[src/rtl/sha512_sched_mem.sv]
// Message schedule window: 16-entry memory with one registered read port.
module sha512_sched_mem (
  input  logic        clk,
  input  logic        we,
  input  logic [3:0]  waddr,
  input  logic [63:0] wdata,
  input  logic [3:0]  raddr,
  output logic [63:0] rdata
);
  logic [63:0] mem [0:15];

  always_ff @(posedge clk) begin
    if (we) begin
      mem[waddr] <= wdata;
    end
    rdata <= mem[raddr];
  end
endmodule

[config.mk]
export PLATFORM = sky130hd
export DESIGN_NAME = sha512_sched_mem
export DESIGN_NICKNAME = d
export VERILOG_FILES = /design/src/rtl/sha512_sched_mem.sv
export SDC_FILE = /design/constraint.sdc
export NUM_CORES = 1
export LEC_CHECK = 0
export BUFFER_PORTS_ARGS = -buffer_cell sky130_fd_sc_hd__buf_2
export CAP_MARGIN = 20
export CORE_ASPECT_RATIO = 0.8
export CORE_MARGIN = 4
export CORE_UTILIZATION = 40
export CTS_CLUSTER_DIAMETER = 40
export DETAILED_ROUTE_END_ITERATION = 10
export HOLD_SLACK_MARGIN = 0.05
export PLACE_DENSITY = 0.6
export SETUP_SLACK_MARGIN = 0.02
export SLEW_MARGIN = 20
export SYNTH_ARGS = -nofsm -noshare
export SYNTH_HDL_FRONTEND = slang
export SYNTH_SLANG_ARGS = --single-unit
[constraint.sdc]
create_clock -name clk -period 7.1 [get_ports clk]
set_input_delay 1.065 -clock clk [delete_from_list [all_inputs] [get_ports clk]]
set_output_delay 1.065 -clock clk [all_outputs]
set_load 0.005 [all_outputs]
==> results.yml <==
floorplanning:
  initial_utilization: 0.406
  floorplan.io_pins: 138
  die_width_um: 360
  row_count: 102
  chipHeight_um: 289
  die_ar_um2: 104000
  placeableCoreArea_um2: 97500
placement:
  place_ws_ns: 3.41
  dpl.cell_count: 3034
  place_congestion: 0.717
  buffer_ports.inserted: 137
  hpwl_um: 43600
setup_path:
  critical_path.endpoint: "rdata[18]"
  crit_type: "primary input to register"
  reg2reg_to: "rdata[18]"
  timing.reg2reg.setup_slack_ns: 5.59
  critical_path.startpoint: "raddr[1]"
  start_kind: "primary input"
  critPathArrivalTime_ns: 3.53
  worst_endpoint_required_time_ns: 7.64
  timing.rr.start: "mem[8][18]"
  crit_path_end_kind: "register"
  worstPathMaxFanout: 112
  rr_worst_depth: 3
sta:
  setup_viol_count_final: 0
  layout_min_cycle_time_ns: 2.99
  worst_pin_slew_ns: 1.06
  slew_headroom: 0.294
  maxSlewViolCount: 0
  timing.fmax_mhz: 334
  finalCritPeriodShare: 0.421
  clock_skew_ns: 0.0378
  hold_viol: 0
  fin_tns_setup_ns: 0
  final_ws_setup_ns: 4.11
  rsz0062_at_grt: "false"
route:
  wl_per_cell_um: 26.7
  firstDrtPassIters: 5
  routed-via-count: 17653
  postRouteWirelength_um: 87000
  initialDrtViolationCount: 1692
  post_route_drc_violation_count: 0
  antenna_violation_net_count_after_detailed_routing: 0
  post_drt_via_cell_ratio: 5.41
logic_synthesis:
  post_synth_instance_area_um2: 39600
  yosys.area.top_type: "sky130_fd_sc_hd__edfxtp_1"
  total_of_flip_flops_plus_latches_after_synthesis: 1088
  synthesis.yosys.warnings: 0
  synth_cell_type_count: 18
  postSynthNetCount: 1721
  yosysTopAreaCellShare: 0.777
  post_synth.cell_area_avg_um2: 24.0
  synth.yosys.seq_area_share: 0.809
  postSynthCellCount: 1647
  synthTopCellsByArea: "sky130_fd_sc_hd__edfxtp_1 78%, sky130_fd_sc_hd__mux4_2 15%, sky130_fd_sc_hd__dfxtp_1 3.2%"
cts:
  cts.sink_count: 1088
  ctsHoldBuffers: 0
  tritoncts: "built"
  total_cts_buffers: 119
  clock-root-buffer: "sky130_fd_sc_hd__clkbuf_16"
  resize_count_post_cts: 0
  cts.clk_slew.worst_paths_ns: 0.06
  clock_tree.buffer_depth: 3
  worst_skew_pair.late_latency_ns: 0.69
  postCtsSetupRepairBufs: 0
  cts_max_level: 3
cells_and_area:
  fraction_of_final_layout_cells_sized_beyond_drive_strength_1: 0.331
  areaGrowthSynthToFinish_pct: 16.2
  final_cell_mix: "1024 x sky130_fd_sc_hd__edfxtp_1, 256 x sky130_fd_sc_hd__mux4_2, 135 x sky130_fd_sc_hd__buf_2"
  finalNonFillerCells: 3264
  final_common_cell: "sky130_fd_sc_hd__edfxtp_1"
  num-nets-final: 1929
  final_util: 0.472
  n_fill_cell: 8003
power_and_ir_drop:
  total_power_w: 0.0141
  total_leakage_power_nw: 14.7
  peakVddDrop_uv: 206
  p_per_area_nw_per_um2: 306
outcome:
  status: "finished clean"
global_routing:
  grt_first_pass_wirelength_um: 128000
  grt_antenna_before_repair: 11
  grt_start_max_net_pins: 113
  grt_pass1_vias: 18688
  globalRouteTotalUtil: 0.167
  grt_overflow: 0
flow_run:
  drv.max_cap_violation_count: 0
worst_hold_path:
  hold_path.class: "register to register"
## synthesized netlist by cell type
library cell	n
sky130_fd_sc_hd__nand3_1	1
sky130_fd_sc_hd__buf_6	13
sky130_fd_sc_hd__and2_1	1
sky130_fd_sc_hd__nand2_1	65
sky130_fd_sc_hd__nor3_1	4
sky130_fd_sc_hd__nor2_1	13
sky130_fd_sc_hd__buf_4	6
sky130_fd_sc_hd__nor2b_1	2
sky130_fd_sc_hd__nand3b_1	2
sky130_fd_sc_hd__or3b_2	1
sky130_fd_sc_hd__buf_2	13
sky130_fd_sc_hd__buf_1	16
sky130_fd_sc_hd__mux4_2	256
sky130_fd_sc_hd__edfxtp_1	1024
sky130_fd_sc_hd__dfxtp_1	64
sky130_fd_sc_hd__a22oi_1	128
sky130_fd_sc_hd__nand2b_1	2
sky130_fd_sc_hd__clkbuf_1	36
## power breakdown
part	leakage (nW)	total (W)	internal [W]	switching [W]
clock network	1.98	0.00623	0.00366	0.00257
logic	2.96	0.000608	0.000246	0.000362
registers	9.79	0.00723	0.00718	0.0000468
total	14.7	0.0141	0.0111	0.00298
## cell families after synthesis
family          count (synthesis)  synth area share
mux                           256             0.146
flops                        1088             0.809
compound gates                128            0.0243
simple gates                   91           0.00942
buf+inv                        84            0.0114
## cell type report
class,instances,area (um2),area share
Tap cell,1300,1630,0.0354
Sequential cell,1088,32000,0.696
Multi-Input combinational cell,475,7230,0.157
Clock buffer,146,3230,0.0703
Clock inverter,80,875,0.0190
Timing Repair Buffer,171,998,0.0217
Antenna cell,4,10.0,0.000218
## registers in the layout, summed over array words and instances, names as in the netlist
signal / count
mem: 1024
rdata: 64
## through the flow
stage	cell area (um2)	hold WS, ns
2_1_floorplan	39600	0.635
5_1_grt	46000	0.694
6_report	46000	0.652
3_3_place_gp	41900	0.655
4_1_cts	46000	0.659
3_5_place_dp	41900	0.657
## metal layers
layer / track usage / up-vias / part of all wire
li1: - / 7507 / -
met5: 0 / - / 0.00043
met2: 0.267 / 549 / 0.48
met4: 0.0448 / 6 / 0.021
met3: 0.0379 / 143 / 0.065
met1: 0.234 / 9448 / 0.43
## worst max-delay path, cell delays in order
cell and delay, ns:
sky130_fd_sc_hd__buf_8 0.62, sky130_fd_sc_hd__buf_12 0.60, sky130_fd_sc_hd__mux4_2 0.40, sky130_fd_sc_hd__a22oi_1 0.37
sky130_fd_sc_hd__nand2_1 0.16
## how the worst min path moves through the flow
stage | slack, ns | startpoint | cells past startpoint | to
after detailed placement | 0.66 | mem[14][11] | 3 | rdata[11]
after floorplan | 0.63 | mem[14][0] | 3 | rdata[0]
final | 0.65 | mem[7][7] | 3 | rdata[7]
after global routing | 0.69 | mem[14][9] | 3 | rdata[9]
after global placement | 0.66 | mem[15][50] | 3 | rdata[50]
after CTS | 0.66 | mem[7][4] | 3 | rdata[4]
(Power assumes the default switching activity.)
